--- src/rtl/core/gmdc_pkg.sv ---
`default_nettype none

package gmdc_pkg;

    localparam int GRID_MAX_DEF = 32;

    localparam int SIZE_W  = 6;
    localparam int COORD_W = 5;
    localparam int CFG_IDX_W  = 2;
    localparam int CFG_DATA_W = 6;

    localparam logic [CFG_IDX_W-1:0] CFG_GRID_SIZE = 2'd0;
    localparam logic [CFG_IDX_W-1:0] CFG_START_ROW = 2'd1;
    localparam logic [CFG_IDX_W-1:0] CFG_START_COL = 2'd2;

    localparam logic [SIZE_W-1:0]  GRID_SIZE_RST = 6'd8;

    localparam logic OP_STEP  = 1'b0;
    localparam logic OP_START = 1'b1;

    localparam logic [1:0] DIR_NORTH = 2'd0;
    localparam logic [1:0] DIR_SOUTH = 2'd1;
    localparam logic [1:0] DIR_EAST  = 2'd2;
    localparam logic [1:0] DIR_WEST  = 2'd3;

    typedef enum logic [2:0] {
        ST_IDLE,
        ST_CLEAR,
        ST_MARK,
        ST_PROBE,
        ST_POP
    } t_state;

    typedef struct packed {
        logic sel_in;
        logic start;
        logic clr;
        logic mark;
        logic rd_visit;
        logic push;
        logic block;
        logic pop;
        logic load_top;
    } t_cmd;

    typedef struct packed {
        logic step_ok;
        logic nb_inside;
        logic visited;
        logic blk_full;
        logic clr_last;
        logic out_wait;
    } t_status;

endpackage

`default_nettype wire

--- src/rtl/core/gmdc_ctrl.sv ---
`default_nettype none

module gmdc_ctrl (
    input  wire logic              i_clk,
    input  wire logic              i_rst_n,
    input  wire logic              i_in_valid,
    input  wire logic              i_operation,
    output logic                   o_in_stall,
    input  wire gmdc_pkg::t_status i_status,
    output gmdc_pkg::t_cmd         o_cmd
);

    gmdc_pkg::t_state r_state;
    gmdc_pkg::t_state n_state;
    logic             w_accept;

    assign o_in_stall = (r_state != gmdc_pkg::ST_IDLE);
    assign w_accept   = i_in_valid && !o_in_stall;

    always_ff @(posedge i_clk) begin
        if (!i_rst_n) begin
            r_state <= gmdc_pkg::ST_IDLE;
        end else begin
            r_state <= n_state;
        end
    end

    always_comb begin
        n_state = r_state;
        case (r_state)
            gmdc_pkg::ST_IDLE: begin
                if (w_accept) begin
                    if (i_operation == gmdc_pkg::OP_START) begin
                        n_state = gmdc_pkg::ST_CLEAR;
                    end else if (i_status.step_ok) begin
                        if (i_status.nb_inside) begin
                            n_state = gmdc_pkg::ST_PROBE;
                        end else if (i_status.blk_full) begin
                            n_state = gmdc_pkg::ST_POP;
                        end
                    end
                end
            end
            gmdc_pkg::ST_CLEAR: begin
                if (i_status.clr_last) begin
                    n_state = gmdc_pkg::ST_MARK;
                end
            end
            gmdc_pkg::ST_MARK: begin
                n_state = gmdc_pkg::ST_IDLE;
            end
            gmdc_pkg::ST_PROBE: begin
                if (i_status.visited) begin
                    n_state = i_status.blk_full ? gmdc_pkg::ST_POP : gmdc_pkg::ST_IDLE;
                end else if (!i_status.out_wait) begin
                    n_state = gmdc_pkg::ST_IDLE;
                end
            end
            gmdc_pkg::ST_POP: begin
                n_state = gmdc_pkg::ST_IDLE;
            end
            default: begin
                n_state = gmdc_pkg::ST_IDLE;
            end
        endcase
    end

    always_comb begin
        o_cmd = '0;
        case (r_state)
            gmdc_pkg::ST_IDLE: begin
                if (w_accept) begin
                    if (i_operation == gmdc_pkg::OP_START) begin
                        o_cmd.start = 1'b1;
                    end else if (i_status.step_ok) begin
                        o_cmd.sel_in = 1'b1;
                        if (i_status.nb_inside) begin
                            o_cmd.rd_visit = 1'b1;
                        end else begin
                            o_cmd.block = 1'b1;
                            o_cmd.pop   = i_status.blk_full;
                        end
                    end
                end
            end
            gmdc_pkg::ST_CLEAR: begin
                o_cmd.clr = 1'b1;
            end
            gmdc_pkg::ST_MARK: begin
                o_cmd.mark = 1'b1;
            end
            gmdc_pkg::ST_PROBE: begin
                if (i_status.visited) begin
                    o_cmd.block = 1'b1;
                    o_cmd.pop   = i_status.blk_full;
                end else if (!i_status.out_wait) begin
                    o_cmd.push = 1'b1;
                end
            end
            gmdc_pkg::ST_POP: begin
                o_cmd.load_top = 1'b1;
            end
            default: begin
                o_cmd = '0;
            end
        endcase
    end

endmodule

`default_nettype wire

--- config.mk ---
export PLATFORM = sky130hd
export DESIGN_NAME = gmdc_ctrl
export DESIGN_NICKNAME = d
export VERILOG_FILES = /design/src/rtl/core/gmdc_pkg.sv /design/src/rtl/core/gmdc_ctrl.sv
export SDC_FILE = /design/constraint.sdc
export NUM_CORES = 1
export LEC_CHECK = 0
export ABC_CLOCK_PERIOD_IN_PS = 2500
export BUFFER_PORTS_ARGS = -buffer_cell sky130_fd_sc_hd__buf_2
export CAP_MARGIN = 20
export CORE_AREA = 2 2 39 41
export CTS_BUF_LIST = sky130_fd_sc_hd__clkbuf_4 sky130_fd_sc_hd__clkbuf_8
export CTS_CLUSTER_SIZE = 28
export DETAILED_ROUTE_END_ITERATION = 8
export DIE_AREA = 0 0 41 43
export GPL_TIMING_DRIVEN = 1
export MAX_ROUTING_LAYER = met4
export RECOVER_POWER = 100
export SYNTH_ARGS = -nofsm -noshare
export SYNTH_HDL_FRONTEND = slang
export SYNTH_SLANG_ARGS = --single-unit
--- constraint.sdc ---
create_clock -name i_clk -period 2.5 [get_ports i_clk]
set_input_delay 0.75 -clock i_clk [delete_from_list [all_inputs] [get_ports i_clk]]
set_output_delay 0.75 -clock i_clk [all_outputs]
set_load 0.01 [all_outputs]
==> impl_results.md, run 1 <==
* DR iter-0 viols at 4
* Grt total ovfl at 0
* Clock power share at 0.454
* Largest net degree at the start of global routing at 12
* Clk_lat worst skew at 0.23 ns
* Reg power frac at 0.286
* Initial Utilization at 0.250
* Post-Syn Instances at 41
* Sw Share at 0.288
* Die area at 0.00176 mm²
* Drt total wl at 778 µm
* Data arrival, critical path at 1.52 ns
* Met1 GRT Util at 0.119
* CTS tree: yes
* Min-delay worst type: reg2reg
* Peak VDD IR at 185 µV
* Syn. warnings at 0
* CP max stage delay at 0.17 ns
* Post-Syn Area at 345 µm²
* Final setup TNS at 0 ns
* Global-route usage over all layers at 0.0947
* Grt met2 use at 0.144
* Crit path cell chain: buf_2, nor4_4, nand3_1, o21ai_0, clkbuf_1
* Postcts setup bufs at 0
* Die width at 41 µm
* Layout Area Growth over Synthesis at 28.3%
* Final ANT Viol Nets at 0
* CP bufs+invs at 2
* Adder-Cell Fraction of Synth Area at 0
* Worst hold margin at 0.761 ns
* Clock sinks at 3
* Crit Path Max Fanout at 5
* F_max at 0.441 GHz
* Post-synthesis sequential area ratio at 0.174
* Cts hold-fix bufs at 0
* RSZ-0062 raised after global routing: false
* IO buf count at 19
* FP Rows at 14
* Die H at 43 µm
* Initial antenna violation count at 0
* Psw at 0.0000598 W
* Via count at 354
* Vias in the first global route at 303
* Clk root buf: clkbuf_4
* Slew @ Worst Pin at 0.353 ns
* Routability cong. at 0.786
* TritonCTS Buffers at 3
* Largest family of logic cells by synthesized area: simple AND/OR/NAND/NOR gates
* Diodes inserted at 0
* Routed wire per std cell at 9.97 µm
* Synth Area in XOR/XNOR at 0
* Fin util at 0.320
* Status: finished, final reports clean
* CP delay by family, top: buffers and inverters
* Tmin final at 2.27 ns
* Critical Path RT at 1.75 ns
* Global-route wire length before repair at 1.15 mm
* Lkg Pwr at 0.195 nW
* Biggest register: r_state
* Layout cells sized above 1 at 0.323
* Router iterations before antenna repair at 4
* Final instance area at 443 µm²
* Number of fill cells at 159
* Post-Syn Nets at 51
* Hold Violations, Final at 0
* Max-cap violations at 0
* Post-CTS resize count at 0
* Slowest-stage cell, CP: o21ai_0
* Final setup vio count at 0
* Gr busiest metal: met2
* CP Capture Type: primary output
* Reg clk slew, reported paths at 0.04 ns
* Startpoint types: input port
* Core area at 0.00138 mm²
* Mux cell area share after synthesis at 0
* Top Registers: r_state (3)
* CTS H-tree lvls at 1
* Internal Pwr Total at 0.000148 W
* Worst setup path class: in2out
* # DRC at 0
* Logic pwr share at 0.260
* Final Max Slew Viols at 0
* Vias per inst at 4.54
* Top-level port count at 20
* Synth Area in Simple Gates at 0.489
* Final net count at 73
* Avg Inst Size Synth at 8.42 µm²
* Power Density at 469 mW/mm²
* Commonest non-fill, non-tap cell in the layout: buf_2
* Yosys reg bits at 3
* Relative slew slack at 0.765
* Number of library cell types mapped by synthesis at 28
* Met3 global-route usage at 0
* Max FFs per register at 3
* Placed cell area at 438 µm²
* Maximum clock path buffer count at 2
* Most frequent cells in the layout: buf_2, clkbuf_1, clkbuf_4
* Period Utilization, post-route at 0.907
* Skew final at 0.00248 ns
* Post-synthesis compound-gate area fraction at 0.239
* DP HPWL at 625 µm
[cell type report]
type / count / area [µm²] / area share
flip-flops and latches: 3 / 60.1 / 0.136
well taps: 16 / 20.0 / 0.0452
multi-input cells: 33 / 236 / 0.534
repair buffers: 19 / 85.1 / 0.192
inverters: 3 / 11.3 / 0.0254
clock buffers: 4 / 30.0 / 0.0678
[power by group through the flow]
| stage | clock network (W) | logic, W | registers [W] |
|---|---|---|---|
| floorplan | 0 | 0.0000443 | 0.0000549 |
| global placement | 0 | 0.0000590 | 0.0000602 |
| detailed placement | 0 | 0.0000595 | 0.0000601 |
| CTS | 0.0000980 | 0.0000598 | 0.0000593 |
| global route | 0.000105 | 0.0000609 | 0.0000601 |
| finish | 0.0000944 | 0.0000540 | 0.0000593 |
[layer usage]
metal | up-vias | wire length (µm)
met1 | 151 | 357
met5 | - | 0
met3 | 0 | 41
met2 | 11 | 379
met4 | 0 | 0
li1 | 192 | -
[cells by family (layout without fill, tap and decap cells)]
logic type	count (synthesis)	in the layout
flops	3	3
simple gates	22	22
compound gates	11	11
buf+inv	5	26
[final timing paths]
path	start	to	slack, ns	depth (start not counted)
setup / recovery	i_operation	o_cmd[2]	0.23	5
hold / removal	r_state[2]	r_state[2]	0.76	3
setup reg to reg	r_state[1]	r_state[2]	1.32	3
hold reg to reg	r_state[2]	r_state[2]	0.76	3
[synth_stat cells, drive strengths merged]
| cell | n | share of area |
|---|---|---|
| a211oi | 3 | 0.094 |
| nor4 | 1 | 0.062 |
| and2b | 1 | 0.025 |
| nor2 | 2 | 0.022 |
| a21o | 1 | 0.022 |
| o211ai | 1 | 0.022 |
| nor3 | 1 | 0.014 |
| nand3b | 2 | 0.043 |
| and3 | 1 | 0.018 |
| nor3b | 3 | 0.065 |
| dfxtp | 3 | 0.17 |
| o21ai | 4 | 0.058 |
| nand2b | 2 | 0.036 |
| a21oi | 1 | 0.014 |
| and2 | 2 | 0.040 |
| buf | 2 | 0.065 |
| nor2b | 1 | 0.018 |
| o211a | 1 | 0.029 |
| and3b | 2 | 0.062 |
| nand3 | 3 | 0.072 |
| inv | 3 | 0.033 |
| nand2 | 1 | 0.011 |
[metrics by stage]
stage	power [W]	setup WS, ns	instances
after floorplan	0.0000992	0.429	41
after global placement	0.000119	0.274	74
after detailed placement	0.000120	0.249	74
after CTS	0.000217	0.241	78
after global routing	0.000226	0.102	78
final	0.000208	0.232	78
[worst register-to-register path, stage by stage, from the launching register on]
cell and delay, ns:
dfxtp_1 0.51, and3b_4 0.28, nand3_2 0.08, a211oi_1 0.21
Note: power is estimated with default switching activity, not from simulation.
==> inputs of run 2 (changes only) <==
Settings changed: CELL_PAD_IN_SITES_DETAIL_PLACEMENT from default to 0, CELL_PAD_IN_SITES_GLOBAL_PLACEMENT from default to 1, CTS_CLUSTER_SIZE 28 to default, PLACE_DENSITY_LB_ADDON from default to 0.1.
==> run 2 against run 1 <==
  * Die area unchanged
  * Non-clock buffer count did not move
  * Clock-buffer cell count stayed put
  * Register-to-register slack barely moved
  * Clock skew is 0.00087 ns lower
  * Power rose by 1.2%
  * Sequential cell count stayed put
  * Design area is 0.85% higher
  * Sequential share of layout area down 0.11 points
  * Critical path depth stayed put
  * Clock power up 1%
  * Highest routed layer unchanged
==> impl_results.md, run 2 (same netlist as run 1, synthesis figures left out) <==
* Internal Pwr Total at 0.000148 W (about the same)
* Worst setup path class: in2out (unchanged)
* Final setup vio count at 0 (unchanged)
* Startpoint types: input port (unchanged)
* Cts hold-fix bufs at 0 (unchanged)
* Global-route usage over all layers at 0.122 (was 0.0947)
* F_max at 0.440 GHz (was 0.441 GHz)
* CP Capture Type: primary output (unchanged)
* Tmin final at 2.27 ns (about the same)
* Final setup TNS at 0 ns (unchanged)
* Top-level port count at 20 (unchanged)
* Initial Utilization at 0.250 (unchanged)
* Lkg Pwr at 0.192 nW (was 0.195 nW)
* CTS H-tree lvls at 1 (unchanged)
* Most frequent cells in the layout: buf_2, clkbuf_1, clkbuf_4 (unchanged)
* Routability cong. at 0.691 (was 0.786)
* Slowest-stage cell, CP: clkbuf_1 (was o21ai_0)
* Reg power frac at 0.284 (was 0.286)
* Final instance area at 447 µm² (was 443 µm²)
* Clk root buf: clkbuf_4 (unchanged)
* Top Registers: r_state (3) (unchanged)
* Slew @ Worst Pin at 0.376 ns (was 0.353 ns)
* Max-cap violations at 0 (unchanged)
* Vias per inst at 4.60 (was 4.54)
* Post-CTS resize count at 0 (unchanged)
* Hold Violations, Final at 0 (unchanged)
* Drt total wl at 839 µm (was 778 µm)
* Router iterations before antenna repair at 4 (unchanged)
* Status: finished, final reports clean (unchanged)
* Placed cell area at 438 µm² (unchanged)
* Peak VDD IR at 222 µV (was 185 µV)
* Skew final at 0.00161 ns (was 0.00248 ns)
* Crit Path Max Fanout at 5 (unchanged)
* Sw Share at 0.296 (was 0.288)
* Routed wire per std cell at 10.8 µm (was 9.97 µm)
* Clk_lat worst skew at 0.23 ns (about the same)
* Critical Path RT at 1.75 ns (about the same)
* Grt total ovfl at 0 (unchanged)
* Biggest register: r_state (unchanged)
* Initial antenna violation count at 0 (unchanged)
* DR iter-0 viols at 3 (was 4)
* Final net count at 73 (unchanged)
* Reg clk slew, reported paths at 0.04 ns (about the same)
* Postcts setup bufs at 0 (unchanged)
* Core area at 0.00138 mm² (unchanged)
* Largest net degree at the start of global routing at 12 (unchanged)
* Final Max Slew Viols at 0 (unchanged)
* Period Utilization, post-route at 0.909 (was 0.907)
* Commonest non-fill, non-tap cell in the layout: buf_2 (unchanged)
* Logic pwr share at 0.263 (was 0.260)
* IO buf count at 19 (unchanged)
* Diodes inserted at 0 (unchanged)
* DP HPWL at 654 µm (was 625 µm)
* Data arrival, critical path at 1.52 ns (about the same)
* Layout Area Growth over Synthesis at 29.3% (was 28.3%)
* Maximum clock path buffer count at 2 (unchanged)
* Crit path cell chain: buf_2, nor4_4, nand3_1, o21ai_0, clkbuf_1 (unchanged)
* Final ANT Viol Nets at 0 (unchanged)
* Via count at 359 (was 354)
* CTS tree: yes (unchanged)
* Die width at 41 µm (unchanged)
* Relative slew slack at 0.749 (was 0.765)
* Power Density at 471 mW/mm² (was 469 mW/mm²)
* RSZ-0062 raised after global routing: false (unchanged)
* Vias in the first global route at 336 (was 303)
* Clock sinks at 3 (unchanged)
* Die area at 0.00176 mm² (unchanged)
* TritonCTS Buffers at 3 (unchanged)
* Layout cells sized above 1 at 0.323 (unchanged)
* Die H at 43 µm (unchanged)
* Clock power share at 0.454 (about the same)
* Min-delay worst type: reg2reg (unchanged)
* Psw at 0.0000621 W (was 0.0000598 W)
* CP max stage delay at 0.17 ns (about the same)
* # DRC at 0 (unchanged)
* Global-route wire length before repair at 1.39 mm (was 1.15 mm)
* Max FFs per register at 3 (unchanged)
* FP Rows at 14 (unchanged)
## run 2: layer usage
metal / vias up / GRT usage / part of all wire
li1: 191 / - / -
met1: 160 / 0.160 / 0.52
met2: 8 / 0.150 / 0.45
met3: 0 / 0.0628 / 0.037
met4: 0 / 0.0600 / 0
met5: - / - / 0
## run 2: path summary, 6_finish.rpt
path         slack, ns         end  cells after the start        start
max               0.23    o_cmd[2]                      5  i_operation
min               0.75  r_state[0]                      3   r_state[1]
max reg2reg       1.32  r_state[1]                      3   r_state[0]
min reg2reg       0.75  r_state[0]                      3   r_state[1]
## run 2: final cells by class
type,instances,area (µm²)
Timing Repair Buffer,19,83.8
Sequential cell,3,60.1
Inverter,3,11.3
Fill cell,170,937
Clock buffer,4,30.0
Multi-Input combinational cell,33,241
Tap cell,16,20.0
## run 2: worst max-delay path: cells and delay by family
family	cells	cell delay, ns
compound gates	1	0.16
buf+inv	2	0.30
simple gates	2	0.31
## run 2: power by group through the flow
stage                      logic, W  registers (W)  clock network [W]
final                     0.0000552      0.0000597          0.0000953
after global routing      0.0000624      0.0000604           0.000110
after CTS                 0.0000605      0.0000597          0.0000992
after global placement    0.0000610      0.0000607                  0
after floorplan           0.0000443      0.0000549                  0
after detailed placement  0.0000603      0.0000604                  0
## run 2: stage by stage
stage | total power (W) | hold WS, ns | instances | util | worst slack [ns]
floorplan | 0.0000992 | 0.602 | 41 | - | 0.429
global placement | 0.000122 | 0.778 | 74 | 0.316 | 0.273
detailed placement | 0.000121 | 0.764 | 74 | 0.316 | 0.248
CTS | 0.000219 | 0.769 | 78 | 0.338 | 0.245
global route | 0.000233 | 0.793 | 78 | 0.323 | 0.146
finish | 0.000210 | 0.754 | 78 | 0.323 | 0.228
